--- src/sv/hvn_pkg.sv ---
// ----------------------------------------------------------------------------
// hvn_pkg
// Shared constants, types and register codes of the height field normal block.
// ----------------------------------------------------------------------------
package hvn_pkg;

  localparam int MAX_COLUMNS = 1024;
  localparam int HEIGHT_BITS = 24;

  localparam int COL_AW   = $clog2(MAX_COLUMNS);
  localparam int COL_CW   = $clog2(MAX_COLUMNS + 1);
  localparam int STEP_W   = 24;
  localparam int ROWS_W   = 16;
  localparam int COLUMN_W = 11;
  localparam int CFG_IW   = 2;
  localparam int CFG_DW   = 24;
  localparam int NORM_W   = 16;

  localparam int DIFF_W  = HEIGHT_BITS + 1;
  localparam int MUL_A_W = (DIFF_W > STEP_W + 1) ? DIFF_W : STEP_W + 1;
  localparam int PROD_W  = MUL_A_W + STEP_W + 1;
  localparam int MAG_W   = PROD_W - 1;

  localparam int UNIT_BITS = 30;
  localparam int FRAC_BITS = 28;
  localparam int SQ_W      = 2 * UNIT_BITS + 2;
  localparam int ROOT_W    = 64;
  localparam int ROOT_TOP  = SQ_W;
  localparam int LEN_W     = UNIT_BITS + 1;
  localparam int NUM_W     = UNIT_BITS + FRAC_BITS + 1;
  localparam int QUO_W     = FRAC_BITS + 1;
  localparam int QSTEP_W   = $clog2(QUO_W);
  localparam int REM_W     = LEN_W + 1;
  localparam int ACC_W     = 32;
  localparam int OUT_FRAC  = 14;
  localparam int XQ_W      = ACC_W - OUT_FRAC;

  localparam int              DIV3_IN_W  = 16;
  localparam logic [15:0]     DIV3_MUL   = 16'hAAAB;
  localparam int              DIV3_SHIFT = 17;

  localparam int QUEUE_DEPTH = 2;
  localparam int QP_W        = (QUEUE_DEPTH > 1) ? $clog2(QUEUE_DEPTH) : 1;
  localparam int QC_W        = $clog2(QUEUE_DEPTH + 1);

  localparam int NB_DOWN  = 0;
  localparam int NB_RIGHT = 1;
  localparam int NB_UP    = 2;
  localparam int NB_LEFT  = 3;

  typedef enum logic [CFG_IW-1:0] {
    REG_STEP_X       = 2'd0,
    REG_STEP_Y       = 2'd1,
    REG_ROW_COUNT    = 2'd2,
    REG_COLUMN_COUNT = 2'd3
  } reg_index_t;

  typedef struct packed {
    logic [STEP_W-1:0]   step_x;
    logic [STEP_W-1:0]   step_y;
    logic [ROWS_W-1:0]   row_count;
    logic [COLUMN_W-1:0] column_count;
  } cfg_regs_t;

  typedef struct packed {
    logic [HEIGHT_BITS-1:0]      centre;
    logic [3:0][HEIGHT_BITS-1:0] nb;
    logic [3:0]                  has;
    logic                        last;
  } job_t;

endpackage

--- src/sv/hvn_queue.sv ---
// ----------------------------------------------------------------------------
// hvn_queue
// Short job queue between the front and back parts.
// ----------------------------------------------------------------------------
module hvn_queue (
  input  logic          clk,
  input  logic          rst,
  input  logic          push,
  input  hvn_pkg::job_t push_job,
  output logic          full,
  input  logic          pop,
  output hvn_pkg::job_t pop_job,
  output logic          empty
);
  import hvn_pkg::*;

  job_t            slots [QUEUE_DEPTH];
  logic [QP_W-1:0] wr_ptr;
  logic [QP_W-1:0] rd_ptr;
  logic [QC_W-1:0] fill;

  assign full    = fill == QC_W'(QUEUE_DEPTH);
  assign empty   = fill == '0;
  assign pop_job = slots[rd_ptr];

  always_ff @(posedge clk) begin
    if (push) begin
      slots[wr_ptr] <= push_job;
    end
  end

  always_ff @(posedge clk) begin
    if (rst) begin
      wr_ptr <= '0;
      rd_ptr <= '0;
      fill   <= '0;
    end else begin
      if (push) begin
        wr_ptr <= (wr_ptr == QP_W'(QUEUE_DEPTH - 1)) ? '0 : wr_ptr + QP_W'(1);
      end
      if (pop) begin
        rd_ptr <= (rd_ptr == QP_W'(QUEUE_DEPTH - 1)) ? '0 : rd_ptr + QP_W'(1);
      end
      if (push && !pop) begin
        fill <= fill + QC_W'(1);
      end else if (pop && !push) begin
        fill <= fill - QC_W'(1);
      end
    end
  end

`ifndef ASSERT_OFF
  a_pop_not_empty: assert property (@(posedge clk) disable iff (rst)
    pop |-> !empty)
    else $error("Job taken from an empty queue.");
`endif

endmodule

--- config.mk ---
export PLATFORM = sky130hd
export DESIGN_NAME = hvn_queue
export DESIGN_NICKNAME = d
export VERILOG_FILES = /design/src/sv/hvn_pkg.sv /design/src/sv/hvn_queue.sv
export SDC_FILE = /design/constraint.sdc
export NUM_CORES = 1
export LEC_CHECK = 0
export BUFFER_PORTS_ARGS = -buffer_cell sky130_fd_sc_hd__buf_2
export CORE_MARGIN = 10
export CORE_UTILIZATION = 49
export CTS_CLUSTER_SIZE = 20
export DETAILED_ROUTE_END_ITERATION = 8
export GPL_ROUTABILITY_DRIVEN = 0
export PLACE_DENSITY_LB_ADDON = 0.12
export SLEW_MARGIN = 0
export SYNTH_ARGS = -nofsm -noshare
export SYNTH_HDL_FRONTEND = slang
export SYNTH_SLANG_ARGS = --single-unit
--- constraint.sdc ---
create_clock -name clk -period 9.3 [get_ports clk]
set_input_delay 1.395 -clock clk [delete_from_list [all_inputs] [get_ports clk]]
set_output_delay 1.395 -clock clk [all_outputs]
set_load 0.01 [all_outputs]
---- After elaboration in Yosys (flattened, before gate mapping) ----
Memory sizes are Yosys's and may differ from the RTL's. A register that Yosys moved wholly into a read port is not among the register bits.
Cells that the tools add are included.
operators by class
  reduce and logical (&&, ||, !) cells .... 6
  $add $sub $neg .......................... 4
  equality and inequality tests ........... 1
  mux-type cells .......................... 8
operator list
  kind                   number
  $mux W1                6
  $mux W2                2
  $add A1 B1 Y1 const B  2
  $add A2 B1 Y2 const B  1
  $eq A2 B2 Y1 const B   1
  $logic_and A1 B1 Y1    2
  $logic_not A1 Y1       2
  $logic_not A2 Y1       1
  $reduce_bool A2 Y1     1
  $sub A2 B1 Y2 const B  1
storage, ports and cells
  flip-flop bits (word level) ............. 4
  memories ................................ 1
  RAM bits ................................ 250
  bits of input ports ..................... 129
memories
  name   depth  width  read ports  clocked after memory_dff  wr ports  RTL line         RTL
  slots  2      125    1           1                         1         hvn_queue.sv:17  job_t slots [QUEUE_DEPTH];

---- Logic depth before layout (Yosys ltp) ----
Gate-level depths: netlist (run 1).
  word-level depth ........................ 4
  mapped depth ............................ 5

---- Worst setup path before layout (run 1) ----
Ideal clock, no wire load.
  path kind ............................... input port to flip-flop
  from .................................... in push
  to ...................................... mem slots[0][0] (netlist bit) (enable)
  stages on the path ...................... 1
  required time ........................... 8,674 ps
  setup time .............................. 626 ps
  buffers on the path ..................... 0
  arrival time ............................ 6,815 ps
  slack ................................... 1,859 ps
  path through ............................ nor2b_1
on the way
  longest elaborated chain between the ends .. 2
RTL lines
  element                        RTL line         RTL
  start, declared                hvn_queue.sv:8   input logic push,
  $mux W1                        hvn_queue.sv:27  if (push) begin
  $mux W1 (implied by the code)  hvn_queue.sv:28  slots[wr_ptr] <= push_job;
  end, declared                  hvn_queue.sv:17
Every way passes these cells.

==> summary by stage, run 1 <==
Run status
The flow ran to the end, and the final reports show no timing, DRC or antenna violations.

STA
In the post-route analysis, the smallest setup slack over all paths is 4.89 ns. The setup violation total in the final timing report is 0. The worst path uses 47.4% of the clock period. Timing would allow up to 0.227 GHz. The number of max-slew violations in the final report is 0. Setup repair after global routing left no endpoint under its margin.

The final sum of negative setup slack is 0 ns. The setup clock skew after layout is 0.00770 ns. Subtracting the final worst setup slack from the clock period gives 4.41 ns.

The final number of hold-violating endpoints came to 0. The pin slew with the least headroom to its limit is 1.10 ns. The relative slew slack is 26.4%.

Logic synthesis
The most used flip-flop cell after synthesis is sky130_fd_sc_hd__edfxtp_1. The Yosys step of the flow raised 0 warnings. The post-synthesis register bit count is 255. The cell type contributing the most total cell area after synthesis is sky130_fd_sc_hd__edfxtp_1. After synthesis, the largest area contributor takes up 79.7% of total cell area. The post-synth design cell area is 9420 um^2. The synthesized design contains 250 enable-type register cells. Each instance of the synthesized netlist takes up on average 22.9 um^2.

By count the netlist is led by sky130_fd_sc_hd__edfxtp_1 (250), sky130_fd_sc_hd__mux2_2 (75), sky130_fd_sc_hd__mux2_4 (50). Sorting the synthesized cells by area gives the leading types as sky130_fd_sc_hd__edfxtp_1 (80%), sky130_fd_sc_hd__mux2_2 (9.0%), sky130_fd_sc_hd__mux2_4 (8.0%). The synthesized netlist net count is 541.

The most repeated cell in the gate-level netlist after synthesis is sky130_fd_sc_hd__edfxtp_1. The share of the yosys chip area belonging to registers is 80.7%. Synthesis produced a netlist whose cell count is 411. The post-synthesis async set-or-reset flop share is 0%.

The number of different library cells used by synthesis comes to 16.

Clocking
No sink is reached through more buffers than the 3 on the longest clock path. In this run the number of H-tree levels came out at 1. CTS saw 255 sinks.

Post-CTS repair changed the size of 0 cells. The root buffer cell is sky130_fd_sc_hd__clkbuf_16. The clock transition time at the flip-flop clock pins of the worst setup and hold paths is 0.06 ns. The insertion delay to the later sink of the worst-skew pair is 0.51 ns. The hold-fix buffer count after cts is 0. The clock tree from TritonCTS is done.

Post-CTS timing repair inserted 0 buffers for setup. The TritonCTS buffer count is 26.

Floorplan
The die width is 159 um. The floorplan row count is 50. 256 I/O pins were placed. The die extent in y is 159 um. The initial utilization of the core area, before any placement, comes to 50.0%. The die covers 25200 um^2.

The core outline area is 18800 um^2.

Placed design
Once placement completed, the tool counted placed cells totaling 916. The HPWL reported at the end of detailed placement is 13500 um. The count of input and output buffers is 255. The worst-case setup slack after placement is 5.35 ns.

Setup path
The required time at the worst-slack endpoint is 7.91 ns. The arrival time of data at the critical path endpoint is 3.01 ns. The cell depth of the worst flop-to-flop path is 2. The worst register-to-register path ends at slots[1][114]$_DFFE_PP_. The type of element capturing the critical path is a primary output.

For flop-to-flop paths, the worst setup slack is 6.88 ns. Of all nets on the critical path, the largest fanout is 74. The end point of the critical path is pop_job[21]. In this run the critical register-to-register path is launched from wr_ptr$_SDFFE_PP0P_.

By startpoint and endpoint, the worst setup path is classified as flip-flop to primary output. The kind of launch point of the worst setup path is a flip-flop.

Power
Summed over all nets, the switching power comes to 0.561 mW. In this run, the combinational gates consume 10.8% of the power. The worst vdd rail ir drop is 0.141 mV. The clock network fraction of design power is 36.6%. Internal power comes to 2.05 mW. The share of total power dissipated in sequential elements is 52.6%. Of the total power, the share spent switching nets is 21.5%.

The leakage power figure is 4.52 nW. The power density over cell area is 222 nW/um^2.

Drt
After the first detailed-routing iteration, the DRC count stood at 247. In the routed layout, each cell is associated on average with a via count of 4.90. The via count of the routed design is 4732. The average routed wire per standard cell is 20.3 um. In the routed design, unresolved DRC markers number 0. The first-pass detailed-route iteration total is 4.

The count of nets left with antenna violations once routing finished came out at 0. The sum of routed wire length over all layers is 19600 um.

Finish
The post-synthesis to final-layout area growth is 24.8%. The share of cells above drive strength 1 is 59.9%. The final non-filler cell total is 966. The final layout contains 814 nets.

GRT
The largest net degree at the start of global routing is 75. The first global-routing pass estimated 28700 um of wire. The final global-route overflow total is 0.

The number of global-route vias before repair is 5257. The total routing resource utilization after global routing is 14.8%. The number of antenna violations at the first check in global routing is 7.

Min path
The worst hold path belongs to the class flip-flop to flip-flop. The worst hold path begins at fill[1]$_SDFFE_PP0P_.

Flow run
The count of maximum capacitance violations is 0.
## sequential cells by signal, summed over array words and instances, names as in the netlist, named ones only
name,cells
wr_ptr,1
rd_ptr,1
fill,2
slots,250
## power groups by stage
stage               combinational [mW]  clock, mW  sequential, mW
finish                           0.282      0.955            1.37
global route                     0.307       1.03            1.38
CTS                              0.290      0.985            1.37
detailed placement               0.289          0            1.40
global placement                 0.283          0            1.39
floorplan                        0.176          0            1.39
## kinds of logic (layout without fill, tap and decap cells)
family | after synthesis | in the layout | share of synthesized area [%]
buf+inv | 15 | 308 | 1.25
other cells | 0 | 2 | 0
flops | 255 | 255 | 80.7
mux | 125 | 125 | 16.9
xor+xnor | 4 | 4 | 0.372
fa+ha+maj | 1 | 1 | 0.133
simple gates | 9 | 9 | 0.465
compound gates | 2 | 2 | 0.106
## cell type report
class	instances	area [um^2]
multi-input cells	141	1710
fillers	1386	7070
clock inverters	6	27.5
flip-flops and latches	255	7610
clock buffers	42	772
inverters	1	3.75
well taps	260	325
diodes	2	5.00
repair buffers	259	1310
## per-stage QoR
step | util (%) | power [mW] | hold WS, ns | instance area [um^2]
5_1_grt | 62.4 | 2.72 | 0.547 | 11800
4_1_cts | 62.4 | 2.65 | 0.523 | 11800
6_report | 62.4 | 2.61 | 0.517 | 11800
3_3_place_gp | 58.2 | 1.67 | 0.482 | 11000
2_1_floorplan | - | 1.56 | 0.461 | 9420
3_5_place_dp | 58.2 | 1.68 | 0.507 | 11000
## worst min path at each step
stage	to	slack [ns]	cells past startpoint
after floorplan	fill[1]$_SDFFE_PP0P_	0.46	2
after global placement	fill[1]$_SDFFE_PP0P_	0.48	2
after detailed placement	flip-flop	0.51	2
after CTS	fill[1]$_SDFFE_PP0P_	0.52	2
after global routing	fill[1]$_SDFFE_PP0P_	0.55	2
final	fill[1]$_SDFFE_PP0P_	0.52	2
## worst max-delay path, cell delays in order (launching register included)
cell	delay, ns
sky130_fd_sc_hd__dfxtp_4	0.90
sky130_fd_sc_hd__buf_4	0.94
sky130_fd_sc_hd__mux2_2	0.41
sky130_fd_sc_hd__buf_2	0.15
## cell usage in the layout (no fill, tap or decap), drive strengths merged, types with 2 or more instances in the layout
cell,n
edfxtp,250
clkbuf,42
dfxtp,5
clkinv,6
xor2,2
nor2b,2
xnor2,2
mux2,125
nor2,5
diode,2
buf,259
## per-layer routing
layer	share of wire, %	track usage, %	up-vias
met5	0.35	0	-
met1	38	17.3	2318
met2	49	24.6	194
li1	-	-	2182
met4	1.2	3.44	10
met3	12	6.80	28
No activity file was read; power rests on OpenSTA's default activity.
==> run 2: changes to the inputs <==
ABC_AREA = 1   (was unset)
CORE_UTILIZATION = 47   (was 49)
clock period = 3.7 ns   (was 9.3 ns; I/O delays follow)
==> run 2 against run 1 <==
Against the previous run:
- clock power rose to 2.6 times the previous value
- cell area up 0.89%
- non-clock buffer count rose by 3
- critical path depth unchanged
- utilization down 1.9 points
- clock-buffer cell count shrank 11
==> summary by stage, run 2 <==
Run status
The run finished with clean final reports.

Power
The internal cell power was 5.18 mW (+150%). The leakage power figure came to 4.58 nW (+1.5%). The relative contribution of sequential cells to total power is 51.7% (-0.9 points). The clock network fraction of design power is 38.0% (+1.4 points). The combinational share of power is 10.3% (-0.5 points). The power density over cell area is 555 nW/um^2 (+150%).

The switching share of total power is 21.4% (-0.097 points). The worst vdd rail ir drop is 0.377 mV (+170%). The net switching power of the design was 1.41 mW (+150%).

STA
The maximum operating frequency is 0.342 GHz. The share of the cycle needed by the critical path after routing is 79.0%. The number of max-slew violations in the final report is 0 (unchanged). After layout, the minimum clock period comes to 2.92 ns. The pin slew with the least headroom to its limit is 1.11 ns (+0.00711 ns). Setup repair after global routing left no endpoint under its margin. The setup violation total in the final timing report is 0 (unchanged).

The final number of hold-violating endpoints was 0 (unchanged). The final sum of negative setup slack is 0 ns (unchanged). The setup clock skew after layout came to 0.0158 ns (+0.00809 ns). The relative slew slack is 25.9% (-0.47 points).

Logic synthesis
The post-synthesis share of cell area spent on full adders, half adders and majority gates is 0.133% (-0.00030 points). By area the synthesized netlist is led by sky130_fd_sc_hd__edfxtp_1 (80%), sky130_fd_sc_hd__mux2_2 (8.9%), sky130_fd_sc_hd__mux2_4 (8.0%). The xor/xnor share of the synthesized area is 0.0928% (-0.28 points). By area, the combinational part of the netlist is dominated by multiplexers. The number of different library cells in the post-synthesis netlist is 16 (unchanged). The gate count after technology mapping is 422 (+2.7%). The post-synthesis register bit count is 255 (unchanged). The proportion of netlist area held by the largest area contributor is 79.5% (-0.18 points). The most used flip-flop cell after synthesis is sky130_fd_sc_hd__edfxtp_1. The number of warnings issued by yosys is 0 (unchanged). The share of the yosys chip area belonging to registers is 80.6% (-0.18 points).

Sorting the synthesized cells by how often they occur yields sky130_fd_sc_hd__edfxtp_1 (250), sky130_fd_sc_hd__mux2_2 (75), sky130_fd_sc_hd__mux2_4 (50). The average size of a mapped cell is 22.4 um^2 (-2.4%). The number of flops mapped to enable cells by yosys is 250 (unchanged).

The share of synthesized area spent on multiplexers is 16.9% (-0.038 points). The biggest area contributor in the post-synthesis netlist is sky130_fd_sc_hd__edfxtp_1. The most repeated cell in the gate-level netlist after synthesis is sky130_fd_sc_hd__edfxtp_1. The post-synthesis async set-or-reset flop share is 0% (unchanged). The post-synth design cell area is 9440 um^2 (+0.23%).

The fraction of the mapped netlist area in simple logic gates is 0.649% (+0.18 points). The synthesized netlist net count is 552 (+2.0%). The complex-gate fraction of the synthesized area is 0.106% (-0.00024 points).

Clocking
The number of H-tree branching levels is 1 (unchanged). The insertion delay to the later sink of the worst-skew pair was 0.52 ns (about the same). The number of clock sinks seen by CTS is 255 (unchanged). The maximum number of buffers from clock root to sink is 3 (unchanged).

The clock transition time at the flip-flop clock pins of the worst setup and hold paths came to 0.06 ns (about the same). The post-CTS setup buffer count was 0 (unchanged). The count of instances resized after the clock tree is built was 0 (unchanged). The hold-fix buffer count after cts is 0 (unchanged).

The clock tree from TritonCTS is done. The TritonCTS buffer count is 26 (unchanged). The root buffer cell is sky130_fd_sc_hd__clkbuf_16.

Setup path
The arrival time of data at the critical path endpoint came to 2.37 ns (-0.64 ns). The required time at the worst-slack endpoint was 3.14 ns (-4.77 ns). The maximum fanout along the worst path came to 50 (-32%). The reg-to-reg setup timing slack was 1.77 ns (-5.11 ns).

The kind of launch point of the worst setup path is a flip-flop. The cell depth of the worst flop-to-flop path is 3 (+1). The endpoint of the worst-slack reg-to-reg timing path is slots[1][52]$_DFFE_PP_. The worst setup path is captured at a primary output.

The end point of the critical path is pop_job[111]. The launch point of the worst reg-to-reg path is wr_ptr$_SDFFE_PP0P_. The critical path is of the flip-flop to primary output type.

GRT
The first-pass GRT wire length is 29700 um (+3.6%). The largest net degree at the start of global routing is 83 (+11%). The final global-route overflow total is 0 (unchanged).

The total routing resource utilization after global routing is 14.4% (-0.48 points). The number of antenna violations at the first check in global routing is 5 (-2). The number of global-route vias before repair came to 5318 (+1.2%).

Floorplan
The core outline area came to 19600 um^2 (+4.0%). The overall die area is 26200 um^2 (+3.9%). The floorplan row count came to 51 (+2.0%). The die width came to 162 um (+1.9%). The die extent in y was 162 um (+1.9%). The starting density of the core is 48.2% (-1.8 points).

The top-level I/O count came to 256 (unchanged).

Min path
The worst min-delay path class is primary input to flip-flop. In this run the most critical hold path is launched from push_job[38].

Finish
The number of flip-flops in the largest register is 250 (unchanged). The top cell types in the final layout, fill and taps aside, are sky130_fd_sc_hd__buf_2 (255), sky130_fd_sc_hd__edfxtp_1 (250), sky130_fd_sc_hd__mux2_2 (75), sky130_fd_sc_hd__mux2_4 (50), sky130_fd_sc_hd__clkbuf_16 (26). The register with the most flip-flops in the final layout is slots. The post-synthesis to final-layout area growth is 25.6%. The share of cells above drive strength 1 came to 59.7% (-0.22 points). The largest registers in the layout are slots: 250 flops, fill: 2 flops. The post-layout utilization of the core is 60.6% (-1.9 points). The filler cell count in the final layout was 1466 (+5.8%).

The most frequent standard cell in the layout excluding fill and tap cells is sky130_fd_sc_hd__buf_2. The number of nets in the layout is 828 (+1.7%).

Drt
The first-pass detailed-route iteration total came to 4 (unchanged). The average routed wire per standard cell came to 19.9 um (-2.0%). The DRC violation count after routing is 0 (unchanged). The sum of routed wire length over all layers came to 19600 um (-0.12%). The via count of the routed design is 4754 (+0.46%). The first-iteration detailed-routing DRC count is 266 (+7.7%). The number of nets with antenna violations after routing is 0 (unchanged).

The detailed-route vias per instance came to 4.83 (-1.5%).

Placed design
The count of input and output buffers is 255 (unchanged). The HPWL reported at the end of detailed placement came to 13500 um (+0.15%).

Flow run
The count of maximum capacitance violations was 0 (unchanged).
## run 2: changes by cell type after synthesis, sizes merged
cell	previous run	this run
xor2	2	0
nand2	0	5
and2	1	0
nand4	0	1
inv	1	9
nor2	5	7
nor2b	2	0
nor3	0	1
or3	1	0
nand3	0	1
xnor2	2	1
## run 2: cell families after synthesis
logic type,Yosys count
DFF,255
xor gates and xnor gates,1
muxes,125
and+or+nand+nor,15
adders and majority gates,1
buffers and inverters,23
AOI/OAI and AO/OA,2
## run 2: stage by stage
step           setup WS [ns]  power, mW  hold slack, ns  cells  cell area, um^2
6_report               0.777       6.59           0.215    985            11900
5_1_grt                0.647       6.85           0.190    980            11900
4_1_cts                0.720       6.69           0.187    980            11900
3_5_place_dp            1.30       4.16           0.513    935            11000
3_3_place_gp            1.33       4.14           0.499    935            11000
2_1_floorplan          0.182       3.86           0.480    422             9450
## run 2: final cells by class
cell class	count	area, um^2	area share, %
Tap cell	265	332	2.80
Inverter	9	36.3	0.306
Antenna cell	5	12.5	0.105
Clock inverter	14	153	1.29
Multi-Input combinational cell	144	1700	14.3
Sequential cell	255	7610	64.2
Clock buffer	31	669	5.64
Timing Repair Buffer	262	1350	11.4
## run 2: worst min path at each step
stage	to	depth (start not counted)
global placement	rd_ptr$_SDFFE_PP0P_	2
detailed placement	rd_ptr$_SDFFE_PP0P_	2
CTS	slots[1][38]$_DFFE_PP_	1
finish	slots[0][38]$_DFFE_PP_	1
global route	slots[0][54]$_DFFE_PP_	1
floorplan	flip-flop	2
## run 2: power by group through the flow
| stage | registers, mW | logic (mW) | clock network, mW |
|---|---|---|---|
| detailed placement | 3.47 | 0.693 | 0 |
| floorplan | 3.44 | 0.418 | 0 |
| global placement | 3.46 | 0.678 | 0 |
| finish | 3.41 | 0.677 | 2.50 |
| CTS | 3.41 | 0.696 | 2.59 |
| global route | 3.42 | 0.736 | 2.70 |
## run 2: routing by layer
layer  vias to the layer above  global-route usage [%]  wire, um
li1                       2214                       -         -
met1                      2281                    16.4      7480
met2                       211                    23.7      9370
met3                        44                    6.50      2220
met4                         4                    4.67       503
met5                         -                       0        29
## run 2: worst max-delay path, stage by stage (launching register included)
cell,delay (ns)
sky130_fd_sc_hd__dfxtp_4,0.83
sky130_fd_sc_hd__buf_4,0.46
sky130_fd_sc_hd__mux2_2,0.38
sky130_fd_sc_hd__buf_2,0.14
